File: src/rtl/core/cbpp_pkg.sv
// Shared constants, types and state codes for the cell bitmap plotter.
package cbpp_pkg;

  localparam int CELLS_ACROSS = 40;
  localparam int PIXEL_ROWS   = 200;

  localparam int SCREEN_COLS  = CELLS_ACROSS * 8;
  localparam int CELL_ROWS    = (PIXEL_ROWS + 7) / 8;
  localparam int CELL_COUNT   = CELL_ROWS * CELLS_ACROSS;
  localparam int BITMAP_BYTES = CELL_COUNT * 8;

  localparam int COL_W  = $clog2(SCREEN_COLS + 8);
  localparam int ROW_W  = $clog2(PIXEL_ROWS + 8);
  localparam int CELL_W = (CELL_COUNT > 1) ? $clog2(CELL_COUNT) : 1;
  localparam int BYTE_W = CELL_W + 3;

  localparam logic [3:0] FORE_RESET = 4'd1;
  localparam logic [3:0] BACK_RESET = 4'd0;

  localparam logic [7:0] CFG_FORE = 8'd0;
  localparam logic [7:0] CFG_BACK = 8'd1;

  typedef enum logic [1:0] {
    REQ_SET   = 2'd0,
    REQ_GET   = 2'd1,
    REQ_LINE  = 2'd2,
    REQ_CLEAR = 2'd3
  } req_e;

  typedef enum logic [2:0] {
    ST_INIT,
    ST_IDLE,
    ST_READ,
    ST_MODIFY,
    ST_CLEAR
  } state_e;

  typedef struct packed {
    logic              bm_we;
    logic [BYTE_W-1:0] bm_addr;
    logic [7:0]        bm_wdata;
    logic              cl_we;
    logic [CELL_W-1:0] cl_addr;
    logic [7:0]        cl_wdata;
  } store_req_t;

endpackage

File: src/rtl/core/cbpp_ctrl.sv
// Request sequencer: clipping, pixel read-modify-write loop and memory sweep.
module cbpp_ctrl import cbpp_pkg::*; (
  input  logic               clk_i,
  input  logic               rst_ni,
  input  logic               start_i,
  input  logic [1:0]         req_type_i,
  input  logic signed [15:0] x_start_i,
  input  logic signed [15:0] x_end_i,
  input  logic signed [15:0] row_y_i,
  input  logic [3:0]         pen_color_i,
  input  logic [3:0]         fore_color_i,
  input  logic [3:0]         back_color_i,
  input  logic [7:0]         bm_rdata_i,
  input  logic [7:0]         cl_rdata_i,
  output store_req_t         store_o,
  output logic               busy_o,
  output logic               done_o,
  output logic [3:0]         pixel_color_o,
  output logic               in_range_o
);

  state_e state_q, state_d;
  req_e   req_q, req_d;
  logic [COL_W-1:0]  x_q, x_d, hi_q, hi_d;
  logic [ROW_W-1:0]  y_q, y_d;
  logic [3:0]        pen_q, pen_d;
  logic [BYTE_W-1:0] sweep_q, sweep_d;
  logic [7:0]        fill_q, fill_d;
  logic              done_q, done_d, hit_q, hit_d;
  logic [3:0]        color_q, color_d;

  logic signed [15:0] cols_s, rows_s, lo_s, hi_s;
  logic               x_ok, y_ok, line_ok, sweep_last, last_x;
  logic [CELL_W-1:0]  cell_addr;
  logic [7:0]         mask, cur_bits;
  logic               clear_bit;

  assign cols_s  = $signed(16'(SCREEN_COLS));
  assign rows_s  = $signed(16'(PIXEL_ROWS));
  assign x_ok    = (x_start_i >= 16'sd0) && (x_start_i < cols_s);
  assign y_ok    = (row_y_i >= 16'sd0) && (row_y_i < rows_s);
  assign lo_s    = (x_start_i < x_end_i) ? x_start_i : x_end_i;
  assign hi_s    = (x_start_i < x_end_i) ? x_end_i : x_start_i;
  assign line_ok = y_ok && (hi_s >= 16'sd0) && (lo_s < cols_s);

  assign sweep_last = (sweep_q == BYTE_W'(BITMAP_BYTES - 1));
  assign last_x     = (x_q == hi_q);

  assign cell_addr = CELL_W'(y_q[ROW_W-1:3]) * CELL_W'(CELLS_ACROSS)
                   + CELL_W'(x_q[COL_W-1:3]);
  assign mask      = 8'h80 >> x_q[2:0];
  assign cur_bits  = bm_rdata_i & mask;
  assign clear_bit = (pen_q == cl_rdata_i[3:0]);

  // next state
  always_comb begin
    state_d = state_q;
    unique case (state_q)
      ST_INIT:   if (sweep_last) state_d = ST_IDLE;
      ST_IDLE: begin
        if (start_i) begin
          unique case (req_e'(req_type_i))
            REQ_SET, REQ_GET: if (x_ok && y_ok) state_d = ST_READ;
            REQ_LINE:         if (line_ok) state_d = ST_READ;
            REQ_CLEAR:        state_d = ST_CLEAR;
            default:          state_d = ST_IDLE;
          endcase
        end
      end
      ST_READ:   state_d = ST_MODIFY;
      ST_MODIFY: begin
        if (req_q == REQ_LINE && !last_x) state_d = ST_READ;
        else                              state_d = ST_IDLE;
      end
      ST_CLEAR:  if (sweep_last) state_d = ST_IDLE;
      default:   state_d = ST_IDLE;
    endcase
  end

  // datapath and outputs
  always_comb begin
    req_d   = req_q;
    x_d     = x_q;
    hi_d    = hi_q;
    y_d     = y_q;
    pen_d   = pen_q;
    sweep_d = sweep_q;
    fill_d  = fill_q;
    done_d  = 1'b0;
    hit_d   = 1'b0;
    color_d = 4'd0;
    store_o = '0;
    store_o.bm_addr = {cell_addr, y_q[2:0]};
    store_o.cl_addr = cell_addr;
    unique case (state_q)
      ST_INIT, ST_CLEAR: begin
        store_o.bm_we    = 1'b1;
        store_o.bm_addr  = sweep_q;
        store_o.bm_wdata = 8'd0;
        store_o.cl_we    = 1'b1;
        store_o.cl_addr  = sweep_q[BYTE_W-1:3];
        store_o.cl_wdata = fill_q;
        sweep_d          = sweep_q + 1'b1;
        if (sweep_last && state_q == ST_CLEAR) begin
          done_d = 1'b1;
          hit_d  = 1'b1;
        end
      end
      ST_IDLE: begin
        if (start_i) begin
          req_d   = req_e'(req_type_i);
          pen_d   = pen_color_i;
          y_d     = row_y_i[ROW_W-1:0];
          sweep_d = '0;
          fill_d  = {fore_color_i, back_color_i};
          if (req_e'(req_type_i) == REQ_LINE) begin
            x_d  = (lo_s < 16'sd0) ? '0 : lo_s[COL_W-1:0];
            hi_d = (hi_s >= cols_s) ? COL_W'(SCREEN_COLS - 1) : hi_s[COL_W-1:0];
            done_d = !line_ok;
          end else if (req_e'(req_type_i) != REQ_CLEAR) begin
            x_d    = x_start_i[COL_W-1:0];
            done_d = !(x_ok && y_ok);
          end
        end
      end
      ST_READ: ;
      ST_MODIFY: begin
        if (req_q == REQ_GET) begin
          color_d = (cur_bits != 8'd0) ? cl_rdata_i[7:4] : cl_rdata_i[3:0];
        end else begin
          store_o.bm_we = 1'b1;
          if (clear_bit) begin
            store_o.bm_wdata = bm_rdata_i & ~mask;
          end else begin
            store_o.bm_wdata = bm_rdata_i | mask;
            store_o.cl_we    = 1'b1;
            store_o.cl_wdata = {pen_q, cl_rdata_i[3:0]};
          end
        end
        if (req_q == REQ_LINE && !last_x) begin
          x_d = x_q + 1'b1;
        end else begin
          done_d = 1'b1;
          hit_d  = 1'b1;
        end
      end
      default: ;
    endcase
  end

  always_ff @(posedge clk_i or negedge rst_ni) begin
    if (!rst_ni) begin
      state_q <= ST_INIT;
      sweep_q <= '0;
      fill_q  <= 8'd0;
      done_q  <= 1'b0;
      hit_q   <= 1'b0;
      color_q <= 4'd0;
    end else begin
      state_q <= state_d;
      sweep_q <= sweep_d;
      fill_q  <= fill_d;
      done_q  <= done_d;
      hit_q   <= hit_d;
      color_q <= color_d;
    end
  end

  always_ff @(posedge clk_i) begin
    req_q <= req_d;
    x_q   <= x_d;
    hi_q  <= hi_d;
    y_q   <= y_d;
    pen_q <= pen_d;
  end

  assign busy_o        = (state_q != ST_IDLE);
  assign done_o        = done_q;
  assign in_range_o    = hit_q;
  assign pixel_color_o = color_q;

endmodule

File: config.mk
export PLATFORM = sky130hd
export DESIGN_NAME = cbpp_ctrl
export DESIGN_NICKNAME = d
export VERILOG_FILES = /design/src/rtl/core/cbpp_pkg.sv /design/src/rtl/core/cbpp_ctrl.sv
export SDC_FILE = /design/constraint.sdc
export NUM_CORES = 1
export LEC_CHECK = 0
export BUFFER_PORTS_ARGS = -buffer_cell sky130_fd_sc_hd__buf_2
export CAP_MARGIN = 10
export CORE_MARGIN = 4
export CORE_UTILIZATION = 50
export CTS_CLUSTER_SIZE = 24
export DETAILED_ROUTE_END_ITERATION = 10
export GPL_TIMING_DRIVEN = 0
export PLACE_DENSITY = 0.79
export RECOVER_POWER = 25
export SLEW_MARGIN = 20
export SYNTH_ARGS = -nofsm -noshare
export SYNTH_HDL_FRONTEND = slang
export SYNTH_SLANG_ARGS = --single-unit
File: constraint.sdc
create_clock -name clk_i -period 3.21 [get_ports clk_i]
set_input_delay 0.642 -clock clk_i [delete_from_list [all_inputs] [get_ports clk_i]]
set_output_delay 0.642 -clock clk_i [all_outputs]
set_load 0.02 [all_outputs]
==> results.py <==
metrics = {
    "clock_network": {
        "cts_hold_buf": 0,
        "htreeDepth": 3,
        "cts-root-buf": "clkbuf_8",
        "clk_path_buf_depth": 2,
        "cts_tree": "yes",
        "cts.sinks": 62,
        "cts_made_buffers": 9,
        "cts.reportedPaths.clkPinSlew_ps": 70,
        "insertion_delay_ps": 340,
    },
    "synth": {
        "yosys.cell_types.count": 56,
        "netlist_area_mm2": 0.00433,
        "ys_ff_latch": 62,
        "ys.warnings.count": 0,
        "synthCells": 449,
        "syn_area_per_cell_um2": 9.64,
        "synth_edf_count": 32,
        "ys.flop_type": "edfxtp_1",
        "syn_nets": 563,
        "yosysSeqAreaShare": 0.395,
        "async_flop_share": 0.484,
    },
    "power_and_ir_drop": {
        "p_sw_frac": 0.429,
        "netSwitchingPower_mw": 1.96,
        "clockPowerShare": 0.168,
        "power_density_mw_per_mm2": 836,
        "p_seq_frac": 0.273,
        "p_int_mw": 2.61,
        "p_leak_nw": 2.56,
        "ir_drop_mv": 0.282,
        "p_comb_frac": 0.558,
    },
    "routing": {
        "wl_mm": 11.3,
        "ant_nets": 0,
        "drc": 0,
        "drt_iter0_drc": 216,
        "vias": 3925,
        "wire_per_inst_um": 16.1,
        "firstDrtPassIters": 4,
        "drt-vias-per-instance": 5.58,
    },
    "sta": {
        "slew_headroom": -0.0627,
        "grt_setup_unrepaired": "yes",
        "hold_viol": 0,
        "layout_setup_ws_ps": -72.6,
        "hold_ws_ps": 483,
        "skew_ps": 7.45,
        "fin_crit_ps": 3280,
        "tightest_slew_ps": 1590,
        "maxSlewViolCount": 31,
        "fmax_mhz": 305,
        "setup_violations": 2,
        "min_period_over_period": 1.02,
    },
    "floorplan": {
        "pin_count": 129,
        "die_x_um": 101,
        "die_h_um": 101,
        "core_area_mm2": 0.00830,
        "fp.dieArea_mm2": 0.0102,
        "num_rows": 33,
        "initial_core_util": 0.521,
    },
    "worst_setup_path": {
        "end_kind": "output port",
        "worst-setup-path-type": "flip-flop to output port",
        "endpoint": "store_o[39]",
        "r2r-end": "y_q[2]$_DFFE_PP_",
        "worstReg2RegStart": "state_q[0]$_DFFE_PN0P_",
        "reg2regPathDepth": 5,
        "startpoint": "y_q[6]$_DFFE_PP_",
        "crit_path_start_kind": "flip-flop",
        "r2r_slack_ps": 430,
        "cp_max_fo": 2,
        "worstPathRequired_ps": 2570,
        "worstPathArrival_ps": 2640,
    },
    "placement": {
        "gp_congestion": 0.836,
        "hpwl_mm": 8.97,
        "dpl-instance-area_mm2": 0.00510,
        "portBuffers": 128,
    },
    "grt": {
        "grt_max_degree": 31,
        "track_usage": 0.217,
        "grt_pass1_wl_mm": 17.6,
        "grt_antenna_before_repair": 0,
        "grt_pass1_vias": 3787,
        "grt_overflow": 0,
    },
    "final_layout": {
        "areaGrowthSynthToFinish_pct": 26.2,
        "n_antenna_cell": 0,
        "drive_gt1_frac": 0.309,
        "final_nets": 708,
        "nFillCells": 671,
        "final_cell_area_mm2": 0.00546,
    },
    "job": {
        "drv_cap": 1,
    },
    "min_path": {
        "hold_class": "input pin to flip-flop",
        "worstHoldStart": "pen_color_i[3]",
    },
    "status": {
        "violations": "capacitance limit, slew limit, setup timing",
        "status": "complete, but fails checks",
    },
}
[critical path, cell delays in order (launching register included)]
cell	delay [ps]
edfxtp_1	440
ha_4	280
ha_4	160
fa_2	580
o2111ai_2	120
xor2_1	170
xnor2_1	130
a21oi_1	190
buf_4	140
buf_6	100
[synthesized netlist by cell type, types with 2 or more instances]
library cell  instances  area [µm²]
clkbuf_1             12        45.0
fa_1                  2        40.0
or2_2                 3        18.8
o311ai_0              2        17.5
nor4_1                6        37.5
dfrtp_1              30         751
nor2_1               44         165
o2111ai_1             2        17.5
nand3b_1              2        15.0
a32o_1                2        20.0
xnor2_1              15         131
a31oi_1               3        18.8
and3_1                3        18.8
nand3_1              12        60.1
xor2_1               20         175
a21oi_1              24         120
a311oi_1              6        52.6
a221oi_1              2        17.5
a221o_1               9        90.1
nor3_1                5        25.0
ha_1                 31         388
nand2_1              46         173
nand4_1               9        56.3
and2_1                6        37.5
buf_4                12        90.1
or3_1                 3        18.8
nand2b_1              2        12.5
o21ai_0              15        75.1
mux2i_1              13         130
mux2_2                9         101
inv_1                30         113
a21o_1                2        15.0
a22o_1                8        70.1
a211oi_1              6        45.0
edfxtp_1             32         961
[power by group through the flow]
stage	Combinational, mW	Clock, mW	Sequential [mW]
finish	2.55	0.768	1.25
global route	2.78	0.811	1.27
CTS	2.46	0.774	1.25
detailed placement	2.37	0	1.26
global placement	2.30	0	1.25
floorplan	1.69	0	1.22
[routing by layer]
| metal | wire (µm) | share of wire | GRT usage |
|---|---|---|---|
| met3 | 722 | 0.064 | 0.0401 |
| met5 | 0 | 0 | 0 |
| met1 | 4670 | 0.41 | 0.265 |
| met4 | 121 | 0.011 | 0.0634 |
| met2 | 5790 | 0.51 | 0.389 |
[kinds of logic after synthesis]
group | Yosys count | share of synthesized area
AND/OR/NAND/NOR | 148 | 0.162
adder cells (fa/ha/maj) | 33 | 0.0989
XOR/XNOR | 35 | 0.0708
AO/OA/AOI/OAI | 93 | 0.158
multiplexers | 22 | 0.0535
flip-flops | 62 | 0.395
buffers and inverters | 56 | 0.0607
[worst min-delay path by stage]
| stage | to | depth (start not counted) | slack [ps] |
|---|---|---|---|
| final | pen_q[3]$_DFFE_PP_ | 1 | 480 |
| after global routing | y_q[1]$_DFFE_PP_ | 1 | 470 |
| after CTS | fill_q[5]$_DFFE_PN0P_ | 1 | 340 |
| after detailed placement | fill_q[4]$_DFFE_PN0P_ | 1 | 500 |
| after global placement | fill_q[6]$_DFFE_PN0P_ | 1 | 490 |
| after floorplan | done_o$_DFF_PN0_ | 0 | 350 |
[placed cells by master (no fill, tap or decap), types with 14 or more instances in the layout]
master    count
a21oi_1      23
buf_2       118
buf_4        19
clkbuf_1     17
dfrtp_1      30
edfxtp_1     32
ha_1         29
inv_1        30
nand2_1      46
nor2_1       43
o21ai_0      14
xnor2_1      14
xor2_1       19
[per-stage QoR]
step | power (mW) | util | TNS (ps) | cells | setup slack (ps)
detailed placement | 3.63 | 0.615 | -3080 | 682 | -199
finish | 4.57 | 0.658 | -77.0 | 704 | -72.6
floorplan | 2.90 | - | 0 | 449 | 18.6
global route | 4.86 | 0.658 | -429 | 704 | -195
global placement | 3.55 | 0.615 | -1480 | 682 | -106
CTS | 4.48 | 0.649 | -80.6 | 702 | -74.2
[state kept, by name, indices dropped and copies added (netlist names)]
signal         count
in_range_o         1
state_q            3
pen_q              4
y_q                8
pixel_color_o      4
x_q                9
req_q              2
fill_q             8
hi_q               9
done_o             1
sweep_q           13
[what timing repair did]
item	in CTS	in global routing
setup endpoints to repair	3	28
pin swaps	5	8
cloned	0	0
setup buffers	5	2
resized for setup	9	13
[cell type report]
| class | count | area (µm²) | area share |
|---|---|---|---|
| plain buffers | 24 | 141 | 0.0259 |
| clock inverters | 4 | 70.1 | 0.0128 |
| multi-input cells | 331 | 2430 | 0.445 |
| flip-flops and latches | 62 | 1710 | 0.313 |
| clock buffers | 12 | 155 | 0.0284 |
| repair buffers | 135 | 707 | 0.129 |
| inverters | 31 | 116 | 0.0213 |
| well taps | 105 | 131 | 0.0241 |
No activity file was read; power rests on OpenSTA's default activity.
